File: src/design/pvsd_pkg.sv
// Package for the prefix varint stream decoder: item types, lead-byte
// thresholds, length codes and the value masks of each compressed length.
// No dependencies.
package pvsd_pkg;

    // Lead-byte thresholds
    localparam logic [7:0] LEAD_TWO   = 8'h80;
    localparam logic [7:0] LEAD_THREE = 8'hC0;
    localparam logic [7:0] LEAD_FOUR  = 8'hE0;
    localparam logic [7:0] LEAD_FIVE  = 8'hF0;

    // Compressed lengths in bytes
    localparam logic [2:0] LEN_NONE  = 3'd0;
    localparam logic [2:0] LEN_ONE   = 3'd1;
    localparam logic [2:0] LEN_TWO   = 3'd2;
    localparam logic [2:0] LEN_THREE = 3'd3;
    localparam logic [2:0] LEN_FOUR  = 3'd4;
    localparam logic [2:0] LEN_FIVE  = 3'd5;

    // Raw low word length in 64-bit mode
    localparam logic [4:0] RAW_BYTES = 5'd4;

    // Value masks
    localparam logic [31:0] MASK_TWO   = 32'h0000_7FFF;
    localparam logic [31:0] MASK_THREE = 32'h003F_FFFF;
    localparam logic [31:0] MASK_FOUR  = 32'h1FFF_FFFF;

    // Action codes
    localparam logic ACT_DATA = 1'b0;
    localparam logic ACT_END  = 1'b1;

    // Status codes
    localparam logic STAT_DONE      = 1'b0;
    localparam logic STAT_TRUNCATED = 1'b1;

    // Format modes
    localparam logic MODE_32 = 1'b0;
    localparam logic MODE_64 = 1'b1;

    typedef struct packed {
        logic       action;
        logic [7:0] data_byte;
    } in_item_t;

    typedef struct packed {
        logic [31:0] value_high;
        logic [31:0] value_low;
        logic [3:0]  bytes_used;
        logic        status;
    } out_item_t;

    // Compressed length picked by a lead byte
    function automatic logic [2:0] lead_length(input logic [7:0] lead);
        logic [2:0] len;
        if (lead < LEAD_TWO)        len = LEN_ONE;
        else if (lead < LEAD_THREE) len = LEN_TWO;
        else if (lead < LEAD_FOUR)  len = LEN_THREE;
        else if (lead < LEAD_FIVE)  len = LEN_FOUR;
        else                        len = LEN_FIVE;
        return len;
    endfunction

    // Strip the length prefix bits from the collected compressed word
    function automatic logic [31:0] mask_value(input logic [31:0] v, input logic [2:0] len);
        logic [31:0] r;
        if (len == LEN_TWO)        r = v & MASK_TWO;
        else if (len == LEN_THREE) r = v & MASK_THREE;
        else if (len == LEN_FOUR)  r = v & MASK_FOUR;
        else                       r = v;
        return r;
    endfunction

endpackage

File: src/design/pvsd_if.sv
// Channel interfaces of the prefix varint stream decoder: byte items in,
// result items out, and the format register write channel. No dependencies.
interface pvsd_byte_if;
    logic       valid;
    logic       ready;
    logic       action;
    logic [7:0] data_byte;

    modport source (output valid, output action, output data_byte, input ready);
    modport sink   (input valid, input action, input data_byte, output ready);
endinterface

interface pvsd_result_if;
    logic        valid;
    logic        ready;
    logic [31:0] value_high;
    logic [31:0] value_low;
    logic [3:0]  bytes_used;
    logic        status;

    modport source (output valid, output value_high, output value_low,
                    output bytes_used, output status, input ready);
    modport sink   (input valid, input value_high, input value_low,
                    input bytes_used, input status, output ready);
endinterface

interface pvsd_cfg_if;
    logic valid;
    logic ready;
    logic format_mode;

    modport source (output valid, output format_mode, input ready);
    modport sink   (input valid, input format_mode, output ready);
endinterface

File: src/design/prefix_varint_stream_decoder_unit.sv
// Top level of the prefix varint stream decoder.
// Depends on pvsd_pkg and the channel interfaces in pvsd_if.sv.
//
// Usage:
//   bytes   - one item per stream byte; action 0 carries data_byte, action 1
//             marks the end of the buffer and flushes a truncated result.
//   results - one item per completed value (status 0) or per end of buffer
//             (status 1, zero values, bytes_used = bytes taken so far).
//   cfg     - writes format_mode (0: 32-bit value, 1: compressed high word
//             plus raw 32-bit low word). Always ready; write only while idle.
// Timing:
//   An accepted item sits in the input register. A byte that finishes a
//   value, or an end item, is decoded from there into the result register and
//   is offered on results from there. One byte is accepted per cycle while no
//   result waits on a stall, set by the single decode step between the registers.
// Reset clears the decode state, the format register and both valid flags.
// Stalls: while results is stalled, bytes that do not finish a value keep
//   flowing; a byte that would finish one waits in the input register, and
//   bytes.ready drops until the result register frees.
module prefix_varint_stream_decoder_unit (
    input  logic                 clk,
    input  logic                 rst_n,
    pvsd_byte_if.sink            bytes,
    pvsd_result_if.source        results,
    pvsd_cfg_if.sink             cfg
);

    // Format register
    logic format_mode_reg;

    // Input register
    logic               in_valid_reg;
    pvsd_pkg::in_item_t in_item_reg;

    // Decode state
    logic [3:0]  byte_count_reg;
    logic [2:0]  clen_reg;
    logic [31:0] hacc_reg;
    logic [31:0] lacc_reg;

    // Result register
    logic                out_valid_reg;
    pvsd_pkg::out_item_t out_item_reg;

    // Decode logic
    logic                first_byte;
    logic                in_compressed;
    logic [2:0]          lead_len;
    logic [2:0]          clen_next;
    logic [31:0]         hacc_next;
    logic [31:0]         lacc_next;
    logic [3:0]          byte_count_next;
    logic [4:0]          need_bytes;
    logic                done;
    logic                emit;
    logic                out_free;
    logic                fire;
    logic [31:0]         value;
    pvsd_pkg::out_item_t out_item_next;

    assign first_byte    = (byte_count_reg == 4'd0) || (clen_reg == pvsd_pkg::LEN_NONE);
    assign in_compressed = {1'b0, byte_count_reg} < {2'b00, clen_reg};
    assign lead_len      = pvsd_pkg::lead_length(in_item_reg.data_byte);

    always_comb
    begin
        if (first_byte)
        begin
            clen_next       = lead_len;
            hacc_next       = (lead_len == pvsd_pkg::LEN_FIVE) ? 32'd0
                                                               : {24'd0, in_item_reg.data_byte};
            lacc_next       = 32'd0;
            byte_count_next = 4'd1;
        end
        else
        begin
            clen_next       = clen_reg;
            hacc_next       = in_compressed ? {hacc_reg[23:0], in_item_reg.data_byte} : hacc_reg;
            lacc_next       = in_compressed ? lacc_reg : {lacc_reg[23:0], in_item_reg.data_byte};
            byte_count_next = byte_count_reg + 4'd1;
        end
    end

    // Completion check: compressed part, plus the raw word in 64-bit mode
    assign need_bytes = (format_mode_reg == pvsd_pkg::MODE_64)
                        ? {2'b00, clen_next} + pvsd_pkg::RAW_BYTES
                        : {2'b00, clen_next};
    assign done  = {1'b0, byte_count_next} >= need_bytes;
    assign emit  = (in_item_reg.action == pvsd_pkg::ACT_END) || done;
    assign value = pvsd_pkg::mask_value(hacc_next, clen_next);

    // Result item
    always_comb
    begin
        if (in_item_reg.action == pvsd_pkg::ACT_END)
        begin
            out_item_next.value_high = 32'd0;
            out_item_next.value_low  = 32'd0;
            out_item_next.bytes_used = byte_count_reg;
            out_item_next.status     = pvsd_pkg::STAT_TRUNCATED;
        end
        else if (format_mode_reg == pvsd_pkg::MODE_64)
        begin
            out_item_next.value_high = value;
            out_item_next.value_low  = lacc_next;
            out_item_next.bytes_used = byte_count_next;
            out_item_next.status     = pvsd_pkg::STAT_DONE;
        end
        else
        begin
            out_item_next.value_high = 32'd0;
            out_item_next.value_low  = value;
            out_item_next.bytes_used = byte_count_next;
            out_item_next.status     = pvsd_pkg::STAT_DONE;
        end
    end

    // Handshakes
    assign out_free    = !out_valid_reg || results.ready;
    assign fire        = in_valid_reg && (!emit || out_free);
    assign bytes.ready = !in_valid_reg || fire;
    assign cfg.ready   = 1'b1;

    // Format register
    always_ff @(posedge clk or negedge rst_n)
    begin
        if (!rst_n)
            format_mode_reg <= pvsd_pkg::MODE_32;
        else if (cfg.valid)
            format_mode_reg <= cfg.format_mode;
    end

    // Input register
    always_ff @(posedge clk or negedge rst_n)
    begin
        if (!rst_n)
            in_valid_reg <= 1'b0;
        else if (bytes.ready)
            in_valid_reg <= bytes.valid;
    end

    always_ff @(posedge clk)
    begin
        if (bytes.valid && bytes.ready)
        begin
            in_item_reg.action    <= bytes.action;
            in_item_reg.data_byte <= bytes.data_byte;
        end
    end

    // Decode state: cleared when a result is loaded into the result register
    always_ff @(posedge clk or negedge rst_n)
    begin
        if (!rst_n)
        begin
            byte_count_reg <= 4'd0;
            clen_reg       <= pvsd_pkg::LEN_NONE;
            hacc_reg       <= 32'd0;
            lacc_reg       <= 32'd0;
        end
        else if (fire)
        begin
            if (emit)
            begin
                byte_count_reg <= 4'd0;
                clen_reg       <= pvsd_pkg::LEN_NONE;
                hacc_reg       <= 32'd0;
                lacc_reg       <= 32'd0;
            end
            else
            begin
                byte_count_reg <= byte_count_next;
                clen_reg       <= clen_next;
                hacc_reg       <= hacc_next;
                lacc_reg       <= lacc_next;
            end
        end
    end

    // Result register
    always_ff @(posedge clk or negedge rst_n)
    begin
        if (!rst_n)
            out_valid_reg <= 1'b0;
        else if (out_free)
            out_valid_reg <= fire && emit;
    end

    always_ff @(posedge clk)
    begin
        if (fire && emit)
            out_item_reg <= out_item_next;
    end

    assign results.valid      = out_valid_reg;
    assign results.value_high = out_item_reg.value_high;
    assign results.value_low  = out_item_reg.value_low;
    assign results.bytes_used = out_item_reg.bytes_used;
    assign results.status     = out_item_reg.status;

    // Checks
    // a partial value never runs past its compressed part plus raw word
    a_count_bound: assert property (@(posedge clk) disable iff (!rst_n)
        byte_count_reg < ({1'b0, clen_reg} + 4'd4) || clen_reg == pvsd_pkg::LEN_NONE)
        else $error("byte count beyond value length");

    // no byte is counted without a lead byte
    a_lead_first: assert property (@(posedge clk) disable iff (!rst_n)
        clen_reg == pvsd_pkg::LEN_NONE |-> byte_count_reg == 4'd0)
        else $error("bytes counted without a lead byte");

    // a stalled result holds
    a_result_hold: assert property (@(posedge clk) disable iff (!rst_n)
        out_valid_reg && !results.ready |=> out_valid_reg && $stable(out_item_reg))
        else $error("stalled result changed");

    // truncated results carry zero values; completed ones use at least one byte
    a_result_shape: assert property (@(posedge clk) disable iff (!rst_n)
        out_valid_reg |->
            (out_item_reg.status == pvsd_pkg::STAT_TRUNCATED &&
             out_item_reg.value_high == 32'd0 && out_item_reg.value_low == 32'd0) ||
            (out_item_reg.status == pvsd_pkg::STAT_DONE &&
             out_item_reg.bytes_used != 4'd0 && out_item_reg.bytes_used <= 4'd9))
        else $error("malformed result item");

    // a result is only loaded from an item in the input register
    a_result_source: assert property (@(posedge clk) disable iff (!rst_n)
        $rose(out_valid_reg) |-> $past(in_valid_reg))
        else $error("result without a source item");

endmodule
File: src/flat_wrapper.sv
// flat-port wrapper written by rule: the top's interface ports become plain ports
module prefix_varint_stream_decoder_unit_flat 
  (clk, rst_n, bytes_valid, bytes_action, bytes_data_byte, bytes_ready, results_valid, results_value_high, results_value_low, results_bytes_used, results_status, results_ready, cfg_valid, cfg_format_mode, cfg_ready);
  pvsd_byte_if bytes_i ();
  pvsd_result_if results_i ();
  pvsd_cfg_if cfg_i ();
  input  logic clk;
  input  logic rst_n;
  input wire logic [$bits(bytes_i.valid)-1:0] bytes_valid;
  input wire logic [$bits(bytes_i.action)-1:0] bytes_action;
  input wire logic [$bits(bytes_i.data_byte)-1:0] bytes_data_byte;
  output wire logic [$bits(bytes_i.ready)-1:0] bytes_ready;
  output wire logic [$bits(results_i.valid)-1:0] results_valid;
  output wire logic [$bits(results_i.value_high)-1:0] results_value_high;
  output wire logic [$bits(results_i.value_low)-1:0] results_value_low;
  output wire logic [$bits(results_i.bytes_used)-1:0] results_bytes_used;
  output wire logic [$bits(results_i.status)-1:0] results_status;
  input wire logic [$bits(results_i.ready)-1:0] results_ready;
  input wire logic [$bits(cfg_i.valid)-1:0] cfg_valid;
  input wire logic [$bits(cfg_i.format_mode)-1:0] cfg_format_mode;
  output wire logic [$bits(cfg_i.ready)-1:0] cfg_ready;
  assign bytes_i.valid = bytes_valid;
  assign bytes_i.action = bytes_action;
  assign bytes_i.data_byte = bytes_data_byte;
  assign bytes_ready = bytes_i.ready;
  assign results_valid = results_i.valid;
  assign results_value_high = results_i.value_high;
  assign results_value_low = results_i.value_low;
  assign results_bytes_used = results_i.bytes_used;
  assign results_status = results_i.status;
  assign results_i.ready = results_ready;
  assign cfg_i.valid = cfg_valid;
  assign cfg_i.format_mode = cfg_format_mode;
  assign cfg_ready = cfg_i.ready;
  prefix_varint_stream_decoder_unit u_core (.clk(clk), .rst_n(rst_n), .bytes(bytes_i), .results(results_i), .cfg(cfg_i));
endmodule
File: config.mk
export PLATFORM = sky130hd
export DESIGN_NAME = prefix_varint_stream_decoder_unit_flat
export DESIGN_NICKNAME = d
export VERILOG_FILES = /design/src/design/pvsd_pkg.sv /design/src/design/pvsd_if.sv /design/src/design/prefix_varint_stream_decoder_unit.sv /design/src/flat_wrapper.sv
export SDC_FILE = /design/constraint.sdc
export NUM_CORES = 1
export LEC_CHECK = 0
export BUFFER_PORTS_ARGS = -buffer_cell sky130_fd_sc_hd__buf_2
export CAP_MARGIN = 30
export CORE_AREA = 2 2 112 114
export CTS_CLUSTER_DIAMETER = 50
export DETAILED_ROUTE_END_ITERATION = 12
export DIE_AREA = 0 0 114 116
export HOLD_SLACK_MARGIN = 0.05
export PLACE_DENSITY = 0.78
export SYNTH_ARGS = -nofsm -noshare
export SYNTH_HDL_FRONTEND = slang
export SYNTH_SLANG_ARGS = --single-unit
File: constraint.sdc
create_clock -name clk -period 9.7 [get_ports clk]
set_clock_uncertainty 0.1 [all_clocks]
set_input_delay 0.485 -clock clk [delete_from_list [all_inputs] [get_ports clk]]
set_output_delay 0.485 -clock clk [all_outputs]
set_load 0.01 [all_outputs]
==> results of run 1 <==
-- layout make-up --
cell class                 instances  area, µm²  share of cell area
inverter                           9       33.8             0.00429
tap                              147        184              0.0234
timing repair buffer              94        528              0.0670
sequential                       152       4190               0.533
multi-input combinational        304       2310               0.294
clock inverter                     6       81.3              0.0103
clock buffer                      26        542              0.0688
-- worst min-delay path, cell delays in order --
cell and delay (ns):
buf_2 0.08, buf_4 0.11, buf_16 0.30
-- power breakdown --
group	internal (mW)	total (mW)	leakage, nW	switching [mW]
sequential	0.824	0.903	1.78	0.0793
clock	0.436	0.682	0.311	0.246
combinational	0.256	0.709	1.29	0.452
-- kinds of logic after synthesis --
family,share of synthesized area
compound gates,0.169
xor+xnor,0.00261
fa+ha+maj,0.0168
buf+inv,0.0317
flops,0.625
mux,0.0800
other cells,0.000559
simple gates,0.0740
-- final timing paths --
path	endpoint	slack [ns]	depth (start not counted)
worst max-delay path	u_core.hacc_reg[18]$_DFFE_PN0P_	5.18	11
worst min-delay path	u_core.hacc_reg[25]$_DFFE_PN0P_	0.06	3
worst max register to register	u_core.hacc_reg[18]$_DFFE_PN0P_	5.18	11
worst min register to register	u_core.hacc_reg[30]$_DFFE_PN0P_	0.40	2
max in group asynchronous	u_core.format_mode_reg$_DFFE_PN0P_	9.13	3
min in group clk	u_core.in_item_reg[0]$_DFFE_PP_	0.13	1
-- stage by stage --
| step | hold WS (ns) | cell area [µm²] | worst slack, ns | utilization |
|---|---|---|---|---|
| 5_1_grt | 0.0883 | 7880 | 4.89 | 0.661 |
| 3_3_place_gp | 0.367 | 7190 | 5.23 | 0.603 |
| 6_report | 0.0598 | 7880 | 5.18 | 0.661 |
| 4_1_cts | 0.115 | 7840 | 5.09 | 0.658 |
| 3_5_place_dp | 0.375 | 7220 | 5.08 | 0.606 |
| 2_1_floorplan | 0.0894 | 6710 | 1.43 | - |
-- cells in the final DEF (no fill, tap or decap), types with 8 or more instances in the layout --
| master | count |
|---|---|
| buf_2 | 85 |
| nor3_1 | 11 |
| inv_1 | 9 |
| a22o_1 | 64 |
| edfxtp_1 | 78 |
| o22ai_1 | 16 |
| nor2_1 | 43 |
| nand2_1 | 17 |
| clkbuf_16 | 19 |
| o21ai_0 | 10 |
| mux2i_1 | 41 |
| mux2_2 | 10 |
| dfrtp_1 | 74 |
| ha_1 | 9 |
| a22oi_1 | 8 |
-- per-layer routing --
layer	wire length (µm)	part of all wire	vias up	global-route usage
li1	-	-	2084	-
met1	6280	0.40	2289	0.315
met2	7740	0.49	213	0.403
met3	1090	0.069	45	0.0633
met4	549	0.035	0	0.111
met5	0	0	-	0
==> impl_metrics.yaml, run 1 <==
clock_network:
  cts_buffers: 17
  path_clk_slew_ns: 0.06
  h-tree-depth: 4
  cts_root_buffer: "clkbuf_16"
  hold_buffers: 0
  cts_buffer_depth: 2
  cts_setup_buffers: 0
  cts.sinks: 152
  clock_latency_ns: 0.43
  cts_resized: 0
  cts_tree: "done"
drt:
  drc_errors: 0
  drtPass1Iterations: 5
  post_drt_wl_per_cell_um: 21.2
  dr.first_iter.drc_count: 545
  drtAntennaViolNets: 0
  vias: 4631
  wl_mm: 15.7
  vias_per_cell: 6.28
finish:
  layout.nets: 602
  drive_above_1_share: 0.254
  diodes: 0
  n_fill_cell: 885
  final_cells: 738
  syn2layout_area_growth_pct: 17.4
logic_synthesis:
  ys_top_cells_by_count: "edfxtp_1 (78), dfrtp_1 (74), a22o_1 (64)"
  async_flop_share: 0.487
  syn_avg_cell_area_um2: 13.5
  synth_cell_types: 55
  syn_inst: 496
  yosys-top-cells-area: "edfxtp_1 (35%), dfrtp_1 (28%), a22o_1 (8.4%), mux2i_1 (6.1%), nor2_1 (2.4%)"
  synth.most_common_cell: "edfxtp_1"
  ys_ff_latch: 152
  yosysSeqAreaShare: 0.625
  synth_edf_count: 78
  yosysTopAreaCell: "edfxtp_1"
  yosysWarnings: 0
  synth-main-ff-cell: "edfxtp_1"
  synth_top_area_frac: 0.349
  syn_area_um2: 6710
  syn_nets: 520
critical_path:
  crit_start: "u_core.byte_count_reg[0]$_DFFE_PN0P_"
  crit_required_ns: 9.96
  critPathMaxFanout: 27
  crit_path_end_kind: "register"
  path_class: "reg -> reg"
  crit_chain: "inv_1, ha_1, nor3b_2, or2_1, nor2_1, ha_1, or4_4, a21oi_4, o21ai_2, nor3_4, a22o_1"
  rr_startpoint: "u_core.byte_count_reg[0]$_DFFE_PN0P_"
  crit_slowest_cell: "or2_1"
  cpPeakStageDelay_ns: 0.83
  worstPathArrival_ns: 4.78
  cp-start-kind: "register"
  path_delay_family: "simple AND/OR/NAND/NOR gates"
  path_buf_inv: 1
  path_common_cell: "ha_1"
floorplanning:
  ios: 87
  dieArea_um2: 13200
  die_w_um: 114
  initial_core_util: 0.563
  core_um2: 11900
  num_rows: 40
  die_height_um: 116
sta:
  layout_min_cycle_time_ns: 4.52
  worst_slew_pin_slew_ns: 1.00
  finalMaxSlewViolations: 0
  slew_headroom: 0.332
  rsz0062_at_grt: "false"
  finalHoldViolCount: 0
  finalCritPeriodShare: 0.466
  fmax_mhz: 221
  setup_violations: 0
  tns_ns: 0
place:
  io_buffers: 85
  gp_congestion: 0.929
  dp_hpwl_mm: 10.4
  dpl.cell_count: 704
power:
  leakagePower_nw: 3.38
  ir_drop_v: 0.000167
  power_density_nw_per_um2: 291
  power_mw: 2.29
min_path:
  min_path_type: "in -> async"
run:
  maxCapViolCount: 0
global_routing:
  grt_pass1_vias: 4471
  grt_pass1_wl_mm: 24.2
  grt_remaining_overflow: 0
  antenna_found_initial: 0
  grt_max_degree: 75
  grt_use_total: 0.247
outcome:
  outcome: "finished, final reports clean"
Note: power is estimated with default switching activity, not from simulation.
==> run 2: changes to the inputs <==
--- a/config.mk
+++ b/config.mk
@@ -7,12 +7,12 @@
 export LEC_CHECK = 0
 export BUFFER_PORTS_ARGS = -buffer_cell sky130_fd_sc_hd__buf_2
 export CAP_MARGIN = 30
-export CORE_AREA = 2 2 112 114
+export CORE_AREA = 2 2 117 119
 export CTS_CLUSTER_DIAMETER = 50
 export DETAILED_ROUTE_END_ITERATION = 12
-export DIE_AREA = 0 0 114 116
+export DIE_AREA = 0 0 119 121
 export HOLD_SLACK_MARGIN = 0.05
-export PLACE_DENSITY = 0.78
+export PLACE_DENSITY = 0.75
 export SYNTH_ARGS = -nofsm -noshare
 export SYNTH_HDL_FRONTEND = slang
 export SYNTH_SLANG_ARGS = --single-unit
==> constraint.sdc (replaced) <==
create_clock -name clk -period 4.05 [get_ports clk]
set_clock_uncertainty 0.1 [all_clocks]
set_input_delay 0.2025 -clock clk [delete_from_list [all_inputs] [get_ports clk]]
set_output_delay 0.2025 -clock clk [all_outputs]
set_load 0.01 [all_outputs]
==> run 2 against run 1 <==
  * Setup slack got worse by 4.9 ns
  * Global-route usage is 0.75 points lower
  * Combinational power grew to 2.6 times the previous value
  * Critical endpoint is now u_core.results.value_high[3]$_SDFFCE_PP0P_
  * Largest power group unchanged
==> impl_metrics.yaml, run 2 (same netlist as run 1, synthesis figures left out) <==
outcome:
  outcome: "finished, final reports clean"
global_routing:
  grt_pass1_vias: 4855
  grt_pass1_wl_mm: 26.1
  grt_use_total: 0.240
  antenna_found_initial: 0
  grt_max_degree: 47
  grt_remaining_overflow: 0
min_path:
  min_path_type: "in -> reg"
place:
  place_ws_ns: 0.270
  postPlaceCellArea_um2: 7370
  dpl.cell_count: 742
  gp_congestion: 0.895
  dp_hpwl_mm: 10.7
  io_buffers: 85
finish:
  final_cells: 789
  diodes: 0
  drive_above_1_share: 0.272
  layout.nets: 624
  design_area_um2: 8140
  postLayoutCoreUtil: 0.622
  final_common_cell: "buf_2"
  syn2layout_area_growth_pct: 21.3
  layout_common_cells: "buf_2 (85), edfxtp_1 (78), dfrtp_1 (74)"
  n_fill_cell: 1018
sta:
  fmax_mhz: 263
  holdWs_ns: 0.0598
  slew_headroom: 0.380
  tns_ns: 0
  rsz0062_at_grt: "false"
  fin_ws_ns: 0.244
  layout_min_cycle_time_ns: 3.81
  finalMaxSlewViolations: 0
  setup_violations: 0
  finalCritPeriodShare: 0.940
  finalHoldViolCount: 0
  worst_slew_pin_slew_ns: 0.929
drt:
  vias_per_cell: 6.05
  drtAntennaViolNets: 0
  vias: 4773
  wl_mm: 16.2
  drc_errors: 0
  drtPass1Iterations: 5
  post_drt_wl_per_cell_um: 20.6
  dr.first_iter.drc_count: 440
critical_path:
  critPathMaxFanout: 23
  cp-start-kind: "register"
  path_common_cell: "nor3_4"
  crit_required_ns: 4.05
  crit_path_end_kind: "register"
  worstPathArrival_ns: 3.80
  cpPeakStageDelay_ns: 0.44
  crit_chain: "inv_2, ha_4, nor3b_4, nor2_2, o21ai_1, ha_1, inv_1, ha_2, o21a_1, nor3_4, o31ai_4, nor3_4, buf_4"
  path_class: "reg -> reg"
  crit_slowest_cell: "dfrtp_1"
clock_network:
  cts.sinks: 152
  cts_buffers: 17
  cts_tree: "done"
  clock_latency_ns: 0.43
  cts_root_buffer: "clkbuf_16"
  hold_buffers: 13
  cts_setup_buffers: 0
  cts_buffer_depth: 2
  path_clk_slew_ns: 0.06
  cts_resized: 0
  h-tree-depth: 4
power:
  power_density_nw_per_um2: 689
  leakagePower_nw: 3.47
  ir_drop_v: 0.000437
  power_mw: 5.61
floorplanning:
  initial_core_util: 0.513
  die_height_um: 121
  ios: 87
  num_rows: 42
  die_w_um: 119
  core_um2: 13100
  dieArea_um2: 14400
run:
  maxCapViolCount: 0
[run 2: cell types whose count changed in the layout (fill, tap and decap cells not counted), sizes merged]
cell,before,now
dlygate4sd3,0,13
buf,94,103
clkbuf,26,20
clkinv,3,7
clkinvlp,0,2
[run 2: critical path: cells and delay by family (launching register included)]
kind	cells	cell delay, ns
AND/OR/NAND/NOR	4	1.11
AO/OA/AOI/OAI	3	0.64
adder cells (fa/ha/maj)	3	0.66
buffers and inverters	3	0.52
flip-flops	1	0.44
[run 2: report_power, final]
| group | switching, mW | internal, mW | total (mW) |
|---|---|---|---|
| Combinational | 1.14 | 0.703 | 1.84 |
| Sequential | 0.190 | 1.97 | 2.16 |
| Clock | 0.611 | 0.989 | 1.60 |
| Total | 1.94 | 3.66 | 5.61 |
[run 2: layout make-up]
cell class              count  area, µm²  share of cell area
flip-flops and latches    152       4190               0.515
repair buffers            116        723              0.0888
clock buffers              20        489              0.0601
multi-input cells         304       2360               0.290
well taps                 176        220              0.0270
inverters                   9       33.8             0.00415
clock inverters            12        119              0.0146
[run 2: path summary, 6_finish.rpt]
path                       slack [ns]                                 start                                    endpoint  depth (start not counted)
min reg2reg                      0.40       u_core.hacc_reg[30]$_DFFE_PN0P_             u_core.hacc_reg[30]$_DFFE_PN0P_                          2
max reg2reg                      0.24  u_core.byte_count_reg[0]$_DFFE_PN0P_  u_core.results.value_high[3]$_SDFFCE_PP0P_                         13
min                              0.06                         results_ready            u_core.results.valid$_DFFE_PN0P_                          3
min in group asynchronous        0.21                                 rst_n              u_core.hacc_reg[8]$_DFFE_PN0P_                          3
max in group asynchronous        3.22                                 rst_n             u_core.lacc_reg[14]$_DFFE_PN0P_                          3
max                              0.24  u_core.byte_count_reg[0]$_DFFE_PN0P_  u_core.results.value_high[3]$_SDFFCE_PP0P_                         13
[run 2: metal layers]
metal,GRT usage,share of wire,up-vias
li1,-,-,2128
met3,0.0555,0.052,31
met1,0.312,0.42,2429
met4,0.0774,0.021,0
met2,0.399,0.51,185
met5,0,0,-
==> run 3: changes to the inputs <==
--- a/config.mk
+++ b/config.mk
@@ -5,14 +5,15 @@
 export SDC_FILE = /design/constraint.sdc
 export NUM_CORES = 1
 export LEC_CHECK = 0
+export ABC_AREA = 1
 export BUFFER_PORTS_ARGS = -buffer_cell sky130_fd_sc_hd__buf_2
 export CAP_MARGIN = 30
-export CORE_AREA = 2 2 117 119
+export CORE_AREA = 2 2 122 124
 export CTS_CLUSTER_DIAMETER = 50
 export DETAILED_ROUTE_END_ITERATION = 12
-export DIE_AREA = 0 0 119 121
+export DIE_AREA = 0 0 124 126
 export HOLD_SLACK_MARGIN = 0.05
-export PLACE_DENSITY = 0.75
+export PLACE_DENSITY = 0.76
 export SYNTH_ARGS = -nofsm -noshare
 export SYNTH_HDL_FRONTEND = slang
 export SYNTH_SLANG_ARGS = --single-unit
==> run 3 against run 2 <==
  * Largest cell class unchanged
  * First-iteration DRC count grew 29%
  * Clock-buffer cell count down 1
  * Non-clock buffer count is 9 lower
  * Cell area grew 7.1%
  * Flip-flop and latch count unchanged
  * Global-route usage increased by 0.48 points
  * Worst hold slack gained 0.18 ns
  * Final cell count rose by 43%
  * Total power decreased by 5.4%
  * Die area up 8.5%
  * Sequential power down 2%
  * Synthesized cell count is 70% higher
==> impl_metrics.yaml, run 3 <==
outcome:
  outcome: "finished, final reports clean"
logic_synthesis:
  syn_nets: 868
  synth_edf_count: 78
  syn_avg_cell_area_um2: 8.88
  yosys-top-cells-area: "edfxtp_1 (31%), dfrtp_1 (25%), nand2_1 (18%), nand3_1 (3.9%), o22ai_2 (3.3%)"
  synth-main-ff-cell: "edfxtp_1"
  yosysWarnings: 0
  yosys.area_share.simple: 0.280
  yosysSeqAreaShare: 0.560
  synth.area.mux_share: 0
  async_flop_share: 0.487
  synth_compound_area_frac: 0.0748
  synth_cell_types: 33
  ys_ff_latch: 152
  synth-xor-area-share: 0
  synth_top_family_by_area: "simple AND/OR/NAND/NOR gates"
  synth.most_common_cell: "nand2_1"
  syn_area_um2: 7490
  synthAdderAreaFrac: 0.0150
  synth_top_area_frac: 0.313
  yosysTopAreaCell: "edfxtp_1"
  ys_top_cells_by_count: "nand2_1 (361), edfxtp_1 (78), dfrtp_1 (74)"
  syn_inst: 844
power:
  power_density_nw_per_um2: 608
  pwr-share-comb: 0.306
  power_switching_mw: 1.95
  leakagePower_nw: 4.04
  pwr-share-clk: 0.295
  intPower_mw: 3.35
  p_seq_frac: 0.400
  ir_drop_v: 0.000447
  sw_frac_of_total: 0.368
place:
  gp_congestion: 0.849
  dp_hpwl_mm: 11.1
  io_buffers: 85
global_routing:
  grt_use_total: 0.244
  grt_pass1_wl_mm: 29.0
  grt_max_degree: 72
  grt_remaining_overflow: 0
  antenna_found_initial: 0
  grt_pass1_vias: 5838
floorplanning:
  core_um2: 14300
  initial_core_util: 0.523
  die_w_um: 124
  die_height_um: 126
  ios: 87
  dieArea_um2: 15600
  num_rows: 44
drt:
  vias: 5962
  drtPass1Iterations: 6
  post_drt_wl_per_cell_um: 15.7
  drtAntennaViolNets: 0
  vias_per_cell: 5.29
  wl_mm: 17.7
  drc_errors: 0
  dr.first_iter.drc_count: 566
finish:
  final_common_cell: "nand2_1"
  diodes: 0
  n_fill_cell: 1197
  layout_common_cells: "nand2_1 (360), buf_2 (85), edfxtp_1 (78)"
  drive_above_1_share: 0.201
  syn2layout_area_growth_pct: 16.4
  layout.nets: 953
critical_path:
  crit_path_end_kind: "output port"
  critPathMaxFanout: 31
  r2r_cells: 18
  crit_required_ns: 3.75
  r2r_setup_slack_ns: 0.44
  path_class: "reg -> out"
  rr_startpoint: "u_core.byte_count_reg[0]$_DFFE_PN0P_"
  crit_start: "u_core.byte_count_reg[0]$_DFFE_PN0P_"
  cp-start-kind: "register"
  worstPathArrival_ns: 3.36
  r2r-end: "u_core.in_valid_reg$_DFFE_PN0P_"
  cp-endpoint: "bytes_ready"
sta:
  slew_headroom: 0.432
  rsz0062_at_grt: "false"
  holdWs_ns: 0.239
  finalMaxSlewViolations: 0
  finalHoldViolCount: 0
  fmax_mhz: 273
  tns_ns: 0
  layout_min_cycle_time_ns: 3.67
  finalCritPeriodShare: 0.905
  setup_violations: 0
  worst_slew_pin_slew_ns: 0.851
clock_network:
  path_clk_slew_ns: 0.06
  cts_buffers: 17
  h-tree-depth: 4
  cts_tree: "done"
  cts.sinks: 152
  cts_root_buffer: "clkbuf_16"
  clock_latency_ns: 0.44
  cts_setup_buffers: 0
  cts_buffer_depth: 2
min_path:
  min_path_type: "in -> async"
run:
  maxCapViolCount: 0
[run 3: worst min-delay path by stage]
stage | to | slack, ns | depth (start not counted)
after floorplan | u_core.byte_count_reg[0]$_DFFE_PN0P_ | -0.19 | 0
after CTS | u_core.hacc_reg[25]$_DFFE_PN0P_ | 0.26 | 2
final | u_core.hacc_reg[25]$_DFFE_PN0P_ | 0.24 | 2
after global placement | u_core.hacc_reg[25]$_DFFE_PN0P_ | 0.17 | 1
after detailed placement | u_core.hacc_reg[25]$_DFFE_PN0P_ | 0.17 | 1
after global routing | u_core.hacc_reg[25]$_DFFE_PN0P_ | 0.31 | 2
[run 3: metal layers]
metal  part of all wire  global-route usage  wire, µm
met1               0.42               0.323      7380
met2               0.49               0.396      8770
met3              0.067              0.0571      1190
met4              0.022              0.0853       384
met5                  0                   0         0
[run 3: cell families after synthesis]
kind of cell             count (synthesis)
AO/OA/AOI/OAI                           72
adder cells (fa/ha/maj)                  9
buffers and inverters                  111
flip-flops                             152
other                                    1
AND/OR/NAND/NOR                        499
[run 3: critical path, stage by stage (launching register included)]
cell and delay [ns]:
dfrtp_1 0.43, inv_2 0.10, ha_1 0.16, nand3_2 0.12, nand2_4 0.33, nand2_1 0.13, nand2_1 0.16, inv_1 0.08
ha_1 0.27, inv_1 0.04, ha_1 0.31, nand2_1 0.08, nand2_1 0.05, a21oi_1 0.11, nand4_1 0.21, nand4_1 0.20
buf_2 0.15
[run 3: final cells by class]
type,count,area (µm²),area share
Multi-Input combinational cell,581,2790,0.320
Sequential cell,152,4190,0.481
Tap cell,184,230,0.0264
Timing Repair Buffer,107,653,0.0749
Clock buffer,19,453,0.0519
Inverter,70,270,0.0310
Clock inverter,13,129,0.0148
[run 3: through the flow]
step,instance area [µm²],utilization,setup WS [ns],total power [mW],instances
2_1_floorplan,7490,-,0.0973,3.30,844
3_3_place_gp,7990,0.558,0.578,3.72,1079
3_5_place_dp,7990,0.558,0.461,3.74,1079
4_1_cts,8720,0.609,0.378,5.32,1126
5_1_grt,8720,0.609,0.0718,5.59,1126
6_report,8720,0.609,0.384,5.31,1126
[run 3: power by group through the flow]
stage               Clock [mW]  Combinational [mW]  Sequential (mW)
CTS                       1.57                1.62             2.12
global route              1.64                1.80             2.15
floorplan                    0                1.04             2.26
detailed placement           0                1.60             2.15
finish                    1.56                1.62             2.12
global placement             0                1.58             2.14
[run 3: what timing repair did]
item | 4_1_cts | 5_1_grt
endpoints found under the hold margin | 39 | 0
hold buffers | 15 | 0
resized for setup | 0 | 0
